[src/sv/iirdf2_pkg.sv]
// Package for the direct form II IIR filter unit: widths, payload types,
// register indices, controller state and command types, rounding helpers.
// No dependencies.
package iirdf2_pkg;

  localparam int unsigned MaxOrderDefault = 3;
  localparam int unsigned SampleW         = 24;
  localparam int unsigned CoefW           = 32;
  localparam int unsigned HistW           = 32;
  localparam int unsigned AccW            = 64;
  localparam int unsigned OrderW          = 2;
  localparam int unsigned RegIdxW         = 4;
  localparam int unsigned FracShift       = 23;
  localparam int unsigned ProdShift       = 3;
  localparam int unsigned RoundW          = AccW - FracShift;

  typedef logic signed [SampleW-1:0] sample_t;
  typedef logic signed [CoefW-1:0]   coef_t;
  typedef logic signed [HistW-1:0]   hist_t;
  typedef logic signed [AccW-1:0]    acc_t;
  typedef logic signed [RoundW-1:0]  round_t;
  typedef logic [RegIdxW-1:0]        reg_idx_t;
  typedef logic [OrderW-1:0]         order_t;

  localparam reg_idx_t RegFilterOrder   = RegIdxW'(0);
  localparam reg_idx_t RegFeedCoef0     = RegIdxW'(1);
  localparam reg_idx_t RegFeedCoef1     = RegIdxW'(2);
  localparam reg_idx_t RegFeedCoef2     = RegIdxW'(3);
  localparam reg_idx_t RegFeedCoef3     = RegIdxW'(4);
  localparam reg_idx_t RegFeedbackCoef1 = RegIdxW'(5);
  localparam reg_idx_t RegFeedbackCoef2 = RegIdxW'(6);
  localparam reg_idx_t RegFeedbackCoef3 = RegIdxW'(7);

  localparam order_t FilterOrderReset = OrderW'(2);
  localparam coef_t  FeedCoef0Reset   = CoefW'(67108864);

  typedef struct packed {
    order_t filter_order;
    coef_t  feed_0;
    coef_t  feed_1;
    coef_t  feed_2;
    coef_t  feed_3;
    coef_t  feedback_1;
    coef_t  feedback_2;
    coef_t  feedback_3;
  } cfg_t;

  typedef enum logic [2:0] {
    ST_IDLE,
    ST_TAPS,
    ST_VCALC,
    ST_B0,
    ST_YDRAIN,
    ST_YOUT
  } state_e;

  typedef enum logic [1:0] {
    MUL_FB,
    MUL_FF,
    MUL_B0
  } mul_kind_e;

  typedef struct packed {
    logic      load;
    logic      issue;
    mul_kind_e kind;
    order_t    tap;
    logic      v_calc;
    logic      y_calc;
    order_t    order_n;
  } dp_cmd_t;

  typedef struct packed {
    logic out_full;
  } dp_status_t;

  // Round half up from Q.23 to Q.0.
  function automatic round_t round_q23(input acc_t a);
    acc_t t;
    t = a + (acc_t'(1) <<< (FracShift - 1));
    return t[AccW-1:FracShift];
  endfunction

  function automatic logic hist_clips(input round_t r);
    return !((&r[RoundW-1:HistW-1]) || !(|r[RoundW-1:HistW-1]));
  endfunction

  function automatic hist_t hist_sat(input round_t r);
    if (!hist_clips(r)) begin
      return r[HistW-1:0];
    end
    return r[RoundW-1] ? {1'b1, {(HistW-1){1'b0}}} : {1'b0, {(HistW-1){1'b1}}};
  endfunction

  function automatic logic sample_clips(input round_t r);
    return !((&r[RoundW-1:SampleW-1]) || !(|r[RoundW-1:SampleW-1]));
  endfunction

  function automatic sample_t sample_sat(input round_t r);
    if (!sample_clips(r)) begin
      return r[SampleW-1:0];
    end
    return r[RoundW-1] ? {1'b1, {(SampleW-1){1'b0}}} : {1'b0, {(SampleW-1){1'b1}}};
  endfunction

endpackage

[src/sv/iirdf2_if.sv]
// Handshake interfaces of the IIR filter unit: sample input, sample output
// and configuration write channels. Depends on iirdf2_pkg.
interface iirdf2_sample_in_if;
  logic                valid;
  logic                ready;
  iirdf2_pkg::sample_t sample_in;
  modport source (output valid, output sample_in, input ready);
  modport sink (input valid, input sample_in, output ready);
endinterface

interface iirdf2_sample_out_if;
  logic                valid;
  logic                ready;
  iirdf2_pkg::sample_t sample_out;
  logic                saturated;
  modport source (output valid, output sample_out, output saturated, input ready);
  modport sink (input valid, input sample_out, input saturated, output ready);
endinterface

interface iirdf2_cfg_if;
  logic                 valid;
  logic                 ready;
  iirdf2_pkg::reg_idx_t reg_index;
  iirdf2_pkg::coef_t    wdata;
  modport source (output valid, output reg_index, output wdata, input ready);
  modport sink (input valid, input reg_index, input wdata, output ready);
endinterface

[src/sv/iirdf2_cfg_regs.sv]
// Configuration register file of the IIR filter unit: filter order and the
// feedforward and feedback coefficients. Depends on iirdf2_pkg.
module iirdf2_cfg_regs (
  input  logic                 clk_i,
  input  logic                 rst_ni,
  input  logic                 wr_valid_i,
  input  iirdf2_pkg::reg_idx_t wr_index_i,
  input  iirdf2_pkg::coef_t    wr_data_i,
  output iirdf2_pkg::cfg_t     cfg_o
);
  import iirdf2_pkg::*;

  cfg_t cfg_q;
  cfg_t cfg_d;

  always_comb begin
    cfg_d = cfg_q;
    if (wr_valid_i) begin
      unique case (wr_index_i)
        RegFilterOrder:   cfg_d.filter_order = wr_data_i[OrderW-1:0];
        RegFeedCoef0:     cfg_d.feed_0       = wr_data_i;
        RegFeedCoef1:     cfg_d.feed_1       = wr_data_i;
        RegFeedCoef2:     cfg_d.feed_2       = wr_data_i;
        RegFeedCoef3:     cfg_d.feed_3       = wr_data_i;
        RegFeedbackCoef1: cfg_d.feedback_1   = wr_data_i;
        RegFeedbackCoef2: cfg_d.feedback_2   = wr_data_i;
        RegFeedbackCoef3: cfg_d.feedback_3   = wr_data_i;
        default:          cfg_d              = cfg_q;
      endcase
    end
  end

  always_ff @(posedge clk_i or negedge rst_ni) begin
    if (!rst_ni) begin
      cfg_q <= '{filter_order: FilterOrderReset, feed_0: FeedCoef0Reset, default: '0};
    end else begin
      cfg_q <= cfg_d;
    end
  end

  assign cfg_o = cfg_q;

endmodule

[src/sv/iirdf2_ctrl.sv]
// Controller of the IIR filter unit: sequences the shared multiplier over
// the history taps and the output stage. Depends on iirdf2_pkg.
module iirdf2_ctrl #(
  parameter int unsigned MAX_ORDER = iirdf2_pkg::MaxOrderDefault
) (
  input  logic                   clk_i,
  input  logic                   rst_ni,
  input  iirdf2_pkg::order_t     filter_order_i,
  input  logic                   in_valid_i,
  output logic                   in_ready_o,
  input  logic                   out_ready_i,
  input  iirdf2_pkg::dp_status_t status_i,
  output iirdf2_pkg::dp_cmd_t    cmd_o
);
  import iirdf2_pkg::*;

  localparam int unsigned StepW = (MAX_ORDER > 1) ? $clog2(2 * MAX_ORDER) : 1;
  localparam int unsigned CmpW  = StepW + OrderW;

  state_e             state_q, state_d;
  logic [StepW-1:0]   step_q, step_d;
  order_t             order_n;
  logic [CmpW-1:0]    step_ext;
  logic [CmpW-1:0]    n_ext;
  logic               step_is_fb;
  logic               step_last;

  assign order_n    = (filter_order_i > OrderW'(MAX_ORDER)) ? OrderW'(MAX_ORDER)
                                                            : filter_order_i;
  assign step_ext   = CmpW'(step_q);
  assign n_ext      = CmpW'(order_n);
  assign step_is_fb = step_ext < n_ext;
  assign step_last  = (step_ext + CmpW'(1)) == (n_ext << 1);

  always_comb begin
    state_d = state_q;
    step_d  = step_q;
    unique case (state_q)
      ST_IDLE: begin
        step_d = '0;
        if (in_valid_i) begin
          state_d = (order_n == '0) ? ST_VCALC : ST_TAPS;
        end
      end
      ST_TAPS: begin
        if (step_last) begin
          state_d = ST_VCALC;
        end else begin
          step_d = step_q + StepW'(1);
        end
      end
      ST_VCALC:  state_d = ST_B0;
      ST_B0:     state_d = ST_YDRAIN;
      ST_YDRAIN: state_d = ST_YOUT;
      ST_YOUT: begin
        if (!status_i.out_full || out_ready_i) begin
          state_d = ST_IDLE;
        end
      end
      default:   state_d = ST_IDLE;
    endcase
  end

  always_comb begin
    in_ready_o    = 1'b0;
    cmd_o         = '0;
    cmd_o.kind    = MUL_FB;
    cmd_o.order_n = order_n;
    unique case (state_q)
      ST_IDLE: begin
        in_ready_o = 1'b1;
        cmd_o.load = in_valid_i;
      end
      ST_TAPS: begin
        cmd_o.issue = 1'b1;
        cmd_o.kind  = step_is_fb ? MUL_FB : MUL_FF;
        cmd_o.tap   = step_is_fb ? OrderW'(step_ext) : OrderW'(step_ext - n_ext);
      end
      ST_VCALC: cmd_o.v_calc = 1'b1;
      ST_B0: begin
        cmd_o.issue = 1'b1;
        cmd_o.kind  = MUL_B0;
      end
      ST_YDRAIN: cmd_o.issue = 1'b0;
      ST_YOUT:   cmd_o.y_calc = !status_i.out_full || out_ready_i;
      default:   cmd_o.issue = 1'b0;
    endcase
  end

  always_ff @(posedge clk_i or negedge rst_ni) begin
    if (!rst_ni) begin
      state_q <= ST_IDLE;
      step_q  <= '0;
    end else begin
      state_q <= state_d;
      step_q  <= step_d;
    end
  end

endmodule

[src/sv/iirdf2_datapath.sv]
// Datapath of the IIR filter unit: history line, shared multiplier, the two
// accumulators, rounding and saturation, output register. Depends on iirdf2_pkg.
module iirdf2_datapath #(
  parameter int unsigned MAX_ORDER = iirdf2_pkg::MaxOrderDefault
) (
  input  logic                   clk_i,
  input  logic                   rst_ni,
  input  iirdf2_pkg::cfg_t       cfg_i,
  input  iirdf2_pkg::dp_cmd_t    cmd_i,
  output iirdf2_pkg::dp_status_t status_o,
  input  iirdf2_pkg::sample_t    sample_in_i,
  output logic                   out_valid_o,
  input  logic                   out_ready_i,
  output iirdf2_pkg::sample_t    sample_out_o,
  output logic                   saturated_o
);
  import iirdf2_pkg::*;

  hist_t     hist_q [MAX_ORDER];
  hist_t     v_q;
  logic      vsat_q;
  acc_t      vacc_q;
  acc_t      yacc_q;
  acc_t      prod_q;
  logic      prod_vld_q;
  mul_kind_e prod_kind_q;
  logic      out_valid_q;
  sample_t   sample_out_q;
  logic      saturated_q;
  hist_t     op_a;
  coef_t     op_b;
  hist_t     hist_rd;
  round_t    v_round;
  round_t    y_round;

  always_comb begin
    hist_rd = '0;
    for (int i = 0; i < MAX_ORDER; i++) begin
      if (cmd_i.tap == OrderW'(i)) begin
        hist_rd = hist_q[i];
      end
    end
  end

  always_comb begin
    op_a = (cmd_i.kind == MUL_B0) ? v_q : hist_rd;
    op_b = cfg_i.feed_0;
    unique case (cmd_i.kind)
      MUL_FB: begin
        unique case (cmd_i.tap)
          2'd0:    op_b = cfg_i.feedback_1;
          2'd1:    op_b = cfg_i.feedback_2;
          default: op_b = cfg_i.feedback_3;
        endcase
      end
      MUL_FF: begin
        unique case (cmd_i.tap)
          2'd0:    op_b = cfg_i.feed_1;
          2'd1:    op_b = cfg_i.feed_2;
          default: op_b = cfg_i.feed_3;
        endcase
      end
      default: op_b = cfg_i.feed_0;
    endcase
  end

  assign v_round = round_q23(vacc_q);
  assign y_round = round_q23(yacc_q);

  always_ff @(posedge clk_i) begin
    prod_q      <= acc_t'(op_a) * acc_t'(op_b);
    prod_kind_q <= cmd_i.kind;
    if (cmd_i.load) begin
      vacc_q <= acc_t'(sample_in_i) <<< FracShift;
      yacc_q <= '0;
    end else if (prod_vld_q) begin
      if (prod_kind_q == MUL_FB) begin
        vacc_q <= vacc_q - (prod_q >>> ProdShift);
      end else begin
        yacc_q <= yacc_q + (prod_q >>> ProdShift);
      end
    end
    if (cmd_i.v_calc) begin
      v_q    <= hist_sat(v_round);
      vsat_q <= hist_clips(v_round);
    end
    if (cmd_i.y_calc) begin
      sample_out_q <= sample_sat(y_round);
      saturated_q  <= vsat_q | sample_clips(y_round);
    end
  end

  always_ff @(posedge clk_i or negedge rst_ni) begin
    if (!rst_ni) begin
      prod_vld_q  <= 1'b0;
      out_valid_q <= 1'b0;
      for (int i = 0; i < MAX_ORDER; i++) begin
        hist_q[i] <= '0;
      end
    end else begin
      prod_vld_q <= cmd_i.issue;
      if (cmd_i.y_calc) begin
        out_valid_q <= 1'b1;
      end else if (out_ready_i) begin
        out_valid_q <= 1'b0;
      end
      if (cmd_i.v_calc) begin
        hist_q[0] <= hist_sat(v_round);
        for (int i = 1; i < MAX_ORDER; i++) begin
          if (OrderW'(i) < cmd_i.order_n) begin
            hist_q[i] <= hist_q[i-1];
          end
        end
      end
    end
  end

  assign status_o.out_full = out_valid_q;
  assign out_valid_o       = out_valid_q;
  assign sample_out_o      = sample_out_q;
  assign saturated_o       = saturated_q;

endmodule

[src/sv/iir_direct_form2_filter_unit.sv]
// Top level of the direct form II IIR filter unit, order up to MAX_ORDER.
// Depends on iirdf2_pkg, the interfaces, iirdf2_cfg_regs, iirdf2_ctrl and
// iirdf2_datapath.
//
//   Channel        Direction  Payload                    Transfer when
//   cfg_if         in         reg_index[3:0], wdata[31:0] valid && ready (ready is high)
//   sample_in_if   in         sample_in[23:0]            valid && ready
//   sample_out_if  out        sample_out[23:0], saturated valid && ready
//
// Each sample is worked through by the single shared 32x32 multiplier,
// which serves each feedback and feedforward tap of the active order n in
// turn, followed by the b0 product. A result sits in an output register, so
// the next sample runs while the previous result waits; the unit only stalls
// at its final step when that register is still full. Reset clears the
// history line and loads the register reset values.
module iir_direct_form2_filter_unit #(
  parameter int unsigned MAX_ORDER = iirdf2_pkg::MaxOrderDefault
) (
  input logic                  clk_i,
  input logic                  rst_ni,
  iirdf2_cfg_if.sink           cfg_if,
  iirdf2_sample_in_if.sink     sample_in_if,
  iirdf2_sample_out_if.source  sample_out_if
);
  import iirdf2_pkg::*;

  cfg_t       cfg;
  dp_cmd_t    cmd;
  dp_status_t status;

  assign cfg_if.ready = 1'b1;

  iirdf2_cfg_regs u_cfg_regs (
    .clk_i      (clk_i),
    .rst_ni     (rst_ni),
    .wr_valid_i (cfg_if.valid),
    .wr_index_i (cfg_if.reg_index),
    .wr_data_i  (cfg_if.wdata),
    .cfg_o      (cfg)
  );

  iirdf2_ctrl #(
    .MAX_ORDER (MAX_ORDER)
  ) u_ctrl (
    .clk_i          (clk_i),
    .rst_ni         (rst_ni),
    .filter_order_i (cfg.filter_order),
    .in_valid_i     (sample_in_if.valid),
    .in_ready_o     (sample_in_if.ready),
    .out_ready_i    (sample_out_if.ready),
    .status_i       (status),
    .cmd_o          (cmd)
  );

  iirdf2_datapath #(
    .MAX_ORDER (MAX_ORDER)
  ) u_datapath (
    .clk_i        (clk_i),
    .rst_ni       (rst_ni),
    .cfg_i        (cfg),
    .cmd_i        (cmd),
    .status_o     (status),
    .sample_in_i  (sample_in_if.sample_in),
    .out_valid_o  (sample_out_if.valid),
    .out_ready_i  (sample_out_if.ready),
    .sample_out_o (sample_out_if.sample_out),
    .saturated_o  (sample_out_if.saturated)
  );

endmodule

[src/flat_wrapper.sv]
// flat-port wrapper written by rule: the top's interface ports become plain ports
module iir_direct_form2_filter_unit_flat import iirdf2_pkg::*;
#(
  parameter int unsigned MAX_ORDER = iirdf2_pkg::MaxOrderDefault
)
  (clk_i, rst_ni, cfg_if_valid, cfg_if_reg_index, cfg_if_wdata, cfg_if_ready, sample_in_if_valid, sample_in_if_sample_in, sample_in_if_ready, sample_out_if_valid, sample_out_if_sample_out, sample_out_if_saturated, sample_out_if_ready);
  iirdf2_cfg_if cfg_if_i ();
  iirdf2_sample_in_if sample_in_if_i ();
  iirdf2_sample_out_if sample_out_if_i ();
  input logic clk_i;
  input logic rst_ni;
  input wire logic [$bits(cfg_if_i.valid)-1:0] cfg_if_valid;
  input wire logic [$bits(cfg_if_i.reg_index)-1:0] cfg_if_reg_index;
  input wire logic [$bits(cfg_if_i.wdata)-1:0] cfg_if_wdata;
  output wire logic [$bits(cfg_if_i.ready)-1:0] cfg_if_ready;
  input wire logic [$bits(sample_in_if_i.valid)-1:0] sample_in_if_valid;
  input wire logic [$bits(sample_in_if_i.sample_in)-1:0] sample_in_if_sample_in;
  output wire logic [$bits(sample_in_if_i.ready)-1:0] sample_in_if_ready;
  output wire logic [$bits(sample_out_if_i.valid)-1:0] sample_out_if_valid;
  output wire logic [$bits(sample_out_if_i.sample_out)-1:0] sample_out_if_sample_out;
  output wire logic [$bits(sample_out_if_i.saturated)-1:0] sample_out_if_saturated;
  input wire logic [$bits(sample_out_if_i.ready)-1:0] sample_out_if_ready;
  assign cfg_if_i.valid = cfg_if_valid;
  assign cfg_if_i.reg_index = cfg_if_reg_index;
  assign cfg_if_i.wdata = cfg_if_wdata;
  assign cfg_if_ready = cfg_if_i.ready;
  assign sample_in_if_i.valid = sample_in_if_valid;
  assign sample_in_if_i.sample_in = sample_in_if_sample_in;
  assign sample_in_if_ready = sample_in_if_i.ready;
  assign sample_out_if_valid = sample_out_if_i.valid;
  assign sample_out_if_sample_out = sample_out_if_i.sample_out;
  assign sample_out_if_saturated = sample_out_if_i.saturated;
  assign sample_out_if_i.ready = sample_out_if_ready;
  iir_direct_form2_filter_unit #(.MAX_ORDER(MAX_ORDER)) u_core (.clk_i(clk_i), .rst_ni(rst_ni), .cfg_if(cfg_if_i), .sample_in_if(sample_in_if_i), .sample_out_if(sample_out_if_i));
endmodule
[config.mk]
export PLATFORM = sky130hd
export DESIGN_NAME = iir_direct_form2_filter_unit_flat
export DESIGN_NICKNAME = d
export VERILOG_FILES = /design/src/sv/iirdf2_pkg.sv /design/src/sv/iirdf2_if.sv /design/src/sv/iirdf2_cfg_regs.sv /design/src/sv/iirdf2_ctrl.sv /design/src/sv/iirdf2_datapath.sv /design/src/sv/iir_direct_form2_filter_unit.sv /design/src/flat_wrapper.sv
export SDC_FILE = /design/constraint.sdc
export NUM_CORES = 2
export LEC_CHECK = 0
export BUFFER_PORTS_ARGS = -buffer_cell sky130_fd_sc_hd__buf_2
export CORE_UTILIZATION = 55
export CTS_CLUSTER_SIZE = 28
export DETAILED_ROUTE_END_ITERATION = 8
export PLACE_DENSITY_LB_ADDON = 0.15
export SLEW_MARGIN = 20
export SYNTH_ARGS = -nofsm -noshare
export SYNTH_HDL_FRONTEND = slang
export SYNTH_HIERARCHICAL = 1
export SYNTH_SLANG_ARGS = --single-unit
export TNS_END_PERCENT = 50
[constraint.sdc]
create_clock -name clk_i -period 14.3 [get_ports clk_i]
set_input_delay 1.43 -clock clk_i [delete_from_list [all_inputs] [get_ports clk_i]]
set_output_delay 1.43 -clock clk_i [all_outputs]
set_load 0.005 [all_outputs]
Word-level counts from Yosys, hierarchy flattened --
Cells that the tools add are included.
Cells by class: bitwise operators 2, div/mod/pow operators 0, multiplexer cells 39, add/sub/neg operators 7, multipliers 1, shifts and indexed selects 0, equality and inequality tests 21, reductions and logical operators 38, $lt $le $gt $ge 4
Operators with widths (number):
- 2-to-1 mux 32 bit | 7
- 2-to-1 mux 64 bit | 3
- one-hot mux 32 bit (2 select lines) | 3
- adder 64 x 24 -> 64 bit (second input constant) | 2
- 2-to-1 mux 24 bit | 3
- adder 64 x 61 -> 64 bit | 1
- multiplier 32 x 32 -> 64 bit | 1
- subtractor 64 x 61 -> 64 bit | 1
- AND reduction 2 bit | 14
- one-hot mux 3 bit (6 select lines) | 1
- AND reduction 18 bit | 1
- OR reduction 18 bit | 1
- equality test 4 x 3 -> 1 bit (second input constant) | 4
- 2-to-1 mux 1 bit | 12
- 2-to-1 mux 3 bit | 4
- AND reduction 10 bit | 1
- OR reduction 10 bit | 1
- equality test 4 x 2 -> 1 bit (second input constant) | 2
- zero test 2 bit | 4
- 2-to-1 mux 2 bit | 4
- inequality test 2 bit (second input constant) | 4
- nonzero test 2 bit | 4
- equality test 3 x 2 -> 1 bit (second input constant) | 2
- equality test 3 bit (second input constant) | 2
- other kinds (22) | 30
Word-level totals: memories kept 0, ROM bits 0, output and inout port bits 28, latch bits 0, bits in writable memories 0, input bits 65, register bits 582, word-level logic and storage cells 136

Depth between registers and ports, before layout --
depth in word-level cells 11, mapped depth 45

By module --
The synthesis kept the hierarchy.
Modules (own cells, without submodules):
- iirdf2_datapath | area an instance 58821.4 um^2, cells each 6519, times used 1
- iirdf2_cfg_regs | area an instance 8463.1 um^2, cells each 489, times used 1
- iirdf2_ctrl | area an instance 528.0 um^2, cells each 67, times used 1
- iir_direct_form2_filter_unit | area an instance 11.3 um^2, cells each 2, times used 1

Least setup slack after synthesis --
Ideal clock, no wire load.
path kind register to register, from register u_core.u_cfg_regs.cfg_q (netlist bit u_core/u_cfg_regs/cfg_o[225]), to register u_core.u_datapath.prod_q[62], path buffers 4, setup slack 3.772 ns, stages on the path, launching flop included 38, arrival time 10.456 ns, path through dfstp_2 -> inv_1 -> ha_1 -> nor2b_1 -> nand2b_1 -> a211oi_1 -> clkbuf_1 -> clkbuf_1 -> mux2_2 -> mux4_2 -> mux2_2 -> clkbuf_1 -> nand2_1 -> inv_1 -> fa_1 -> fa_1 -> fa_1 -> fa_1 -> [... 2 more ...] -> inv_1 -> fa_1 -> inv_1 -> fa_1 -> inv_1 -> fa_1 -> ha_1 -> clkbuf_1 -> a21o_1 -> a21o_1 -> a21oi_1 -> o21ai_0 -> nand2b_1 -> o41ai_1 -> or4_1 -> a31o_2 -> a21oi_1 -> xnor2_1
RTL lines:
- start: declaration | RTL line iirdf2_cfg_regs.sv:13 | cfg_t cfg_q;
- start signal: assignment | RTL line iirdf2_cfg_regs.sv:37 | cfg_q <= cfg_d;
- end signal: assignment | RTL line iirdf2_datapath.sv:71 | prod_q <= acc_t'(op_a) * acc_t'(op_b);
- end: declaration | RTL line iirdf2_datapath.sv:24 | acc_t prod_q;

==> results.yml <==
global_routing:
  grt_pass1_vias: 52770
  antenna_found_initial: 9
  grt_util_all_layers_pct: 32.26
  grt_start_max_net_pins: 81
  gr-total-overflow: 0
  grt_first_pass_wirelength_mm: 310.0
critical_path:
  cp_max_fo: 64
  rrSetupSlack_ns: 2.72
  cp_data_arrival_time_ns: 12.20
  crit_path_top_delay_cell: "fa_1"
  cp-end-kind: "flop"
  startpoint_type: "flop"
  crit_type: "reg -> reg"
  cpMostUsedCell: "fa_1"
  crit_required_ns: 14.92
  slowest_delay_ns: 0.95
floorplanning:
  core_sq_mm: 0.1220
  design.die.area_sq_mm: 0.1247
  io_pins: 93
  row_count: 128
  dieHeight_microns: 353.2
  initial_utilization_pct: 55.58
  chipWidth_microns: 353.2
sta:
  relSlewSlack_pct: 18.67
  fmax_mhz: 86.36
  rsz0062_at_grt: "no"
  fin_skew_ns: 0.07373
  tightest_slew_ns: 1.220
  hold_viol: 0
  finalCritPeriodShare_pct: 80.98
  finalMaxSlewViolations: 0
  finalSetupViolations: 0
  fin_setup_tns_ns: 0
  min_period_ns: 11.58
route:
  firstDrtPassIters: 6
  ant_nets: 0
  drc: 0
  via_per_inst: 5.790
  post_drt_wl_per_cell_microns: 22.54
  vias: 50170
  drtIter0Drc: 3668
  wl_mm: 195.3
synthesis:
  synth_cell_type_count: 107
  synth-async-reset-ratio_pct: 56.99
  synth_warnings: 6
  ys_ff_latch: 579
  synth_edf_count: 99
  postSynthCellCount: 7077
  synth-seq-area-share_pct: 20.99
  avgSynthCellArea_sq_um: 9.584
  synthesis.area_sq_mm: 0.06782
  ys.flop_type: "dfrtp_1"
  synthesis.nets: 8539
outcome:
  status: "finished, final reports clean"
cells_and_area:
  multiInputGateArea_sq_mm: 0.04823
  area_growth_pct: 6.462
  mostFrequentLayoutCells: "inv_1, fa_1, nand2_1"
  final_common_cell: "inv_1"
  fillers: 10690
  drive_above_1_share_pct: 10.49
  fin_nets: 8449
  regArea_sq_mm: 0.01424
placement:
  gp_congestion: 0.9679
  dp_hpwl_mm: 150.9
  io_buffer_count: 91
cts:
  cts_hold_buffers: 0
  cts.sinks: 579
  cts_buffer_depth: 3
  clkTransAtPathRegs_ns: 0.06
  post_cts_buffers: 0
  cts_resized: 0
  clk_latency_ns: 0.69
  root_buffer: "clkbuf_16"
  numCtsBuffers: 60
  htreeDepth: 2
  tritoncts: "built"
run:
  max-cap-violations: 0
min_path:
  hold_class: "reg -> reg"
## sequential cells by signal (all words and copies together), names as in the netlist
register	count
u_core/u_ctrl/step_q	3
u_core/u_datapath/prod_q	61
u_core/u_datapath/sample_out_o	24
u_core/u_datapath/prod_vld_q	1
u_core/u_datapath/hist_q	96
u_core/u_datapath/yacc_q	64
u_core/u_datapath/out_valid_o	1
u_core/u_datapath/saturated_o	1
u_core/u_ctrl/state_q	3
u_core/u_datapath/v_q	32
u_core/u_datapath/vacc_q	64
u_core/u_datapath/prod_kind_q	2
u_core/u_datapath/vsat_q	1
u_core/u_cfg_regs/cfg_o	226
## metrics by stage
step	cells	area, sq um	hold slack [ns]	setup slack, ns	util (%)
6_report	8665	72210	0.4578	2.720	59.17
5_1_grt	8664	72200	0.4764	2.091	59.17
4_1_cts	8662	72170	0.4568	2.688	59.14
3_5_place_dp	8549	70070	0.4475	2.740	57.42
3_3_place_gp	8549	70070	0.4426	2.807	57.42
2_1_floorplan	7077	67820	0.4315	3.772	-
## routing by layer
metal / part of all wire [%] / wire (microns) / global-route usage (%)
met5: 0.028 / 55 / 0
met4: 4.2 / 8208 / 11.09
met3: 7.4 / 14410 / 5.147
met2: 46 / 90810 / 52.34
met1: 42 / 81850 / 44.15
## cells in the mapped netlist (109+ instances only)
master	instances	area share [%]
dfxtp_1	150	4.4
dfrtp_1	328	12
clkbuf_1	292	1.6
a21o_1	122	1.4
inv_1	1116	6.2
a21oi_1	264	1.9
ha_1	313	5.8
xor2_1	109	1.4
fa_1	1084	32
mux2_2	287	4.8
nand2_1	800	4.4
o21ai_0	222	1.6
xnor2_1	129	1.7
nor2_1	642	3.6
## layout make-up
class                           count  area share, %
Multi-Input combinational cell   5017          66.79
Sequential cell                   579          19.72
Inverter                         1117          5.807
Tap cell                         1625          2.816
Clock buffer                       90          2.488
Timing Repair Buffer              212          1.967
Clock inverter                     23         0.4124
Antenna cell                        2       0.006931
## critical path, delay by kind of cell, from the launching register on
family                     cells  cell delay [ns]
AOI/OAI and AO/OA              8             1.52
xor gates and xnor gates       1             0.13
adders and majority gates     10             5.12
buffers and inverters          8             1.52
DFF                            1             0.60
muxes                          3             1.28
and+or+nand+nor                6             1.24
## cells by family (layout without fill, tap and decap cells)
kind of cell	count (synthesis)	count (layout)	synth area share, %
AO/OA/AOI/OAI	972	972	9.067
XOR/XNOR	239	239	3.097
adder cells (fa/ha/maj)	1397	1397	37.77
buffers and inverters	1481	1442	8.383
flip-flops	579	579	20.99
multiplexers	459	459	7.971
other	1	3	0.005529
AND/OR/NAND/NOR	1949	1949	12.72
## final timing paths
path | to | start | cells past startpoint
max in group asynchronous | u_core/u_datapath/hist_q[89]$_DFFE_PN0P_ | rst_ni | 3
worst max-delay path | u_core/u_datapath/prod_q[62]$_DFF_P_ | u_core/u_cfg_regs/cfg_o[225]$_DFFE_PN1P_ | 36
worst min-delay path | u_core/u_datapath/yacc_q[20]$_SDFFE_PP0P_ | u_core/u_datapath/yacc_q[20]$_SDFFE_PP0P_ | 2
worst min register to register | u_core/u_datapath/yacc_q[20]$_SDFFE_PP0P_ | u_core/u_datapath/yacc_q[20]$_SDFFE_PP0P_ | 2
worst max register to register | u_core/u_datapath/prod_q[62]$_DFF_P_ | u_core/u_cfg_regs/cfg_o[225]$_DFFE_PN1P_ | 36
min in group asynchronous | u_core/u_cfg_regs/cfg_o[163]$_DFFE_PN0P_ | rst_ni | 1
Power is not shown: default switching activity piles up to over one toggle a cycle in this logic, so the estimate is an artifact.
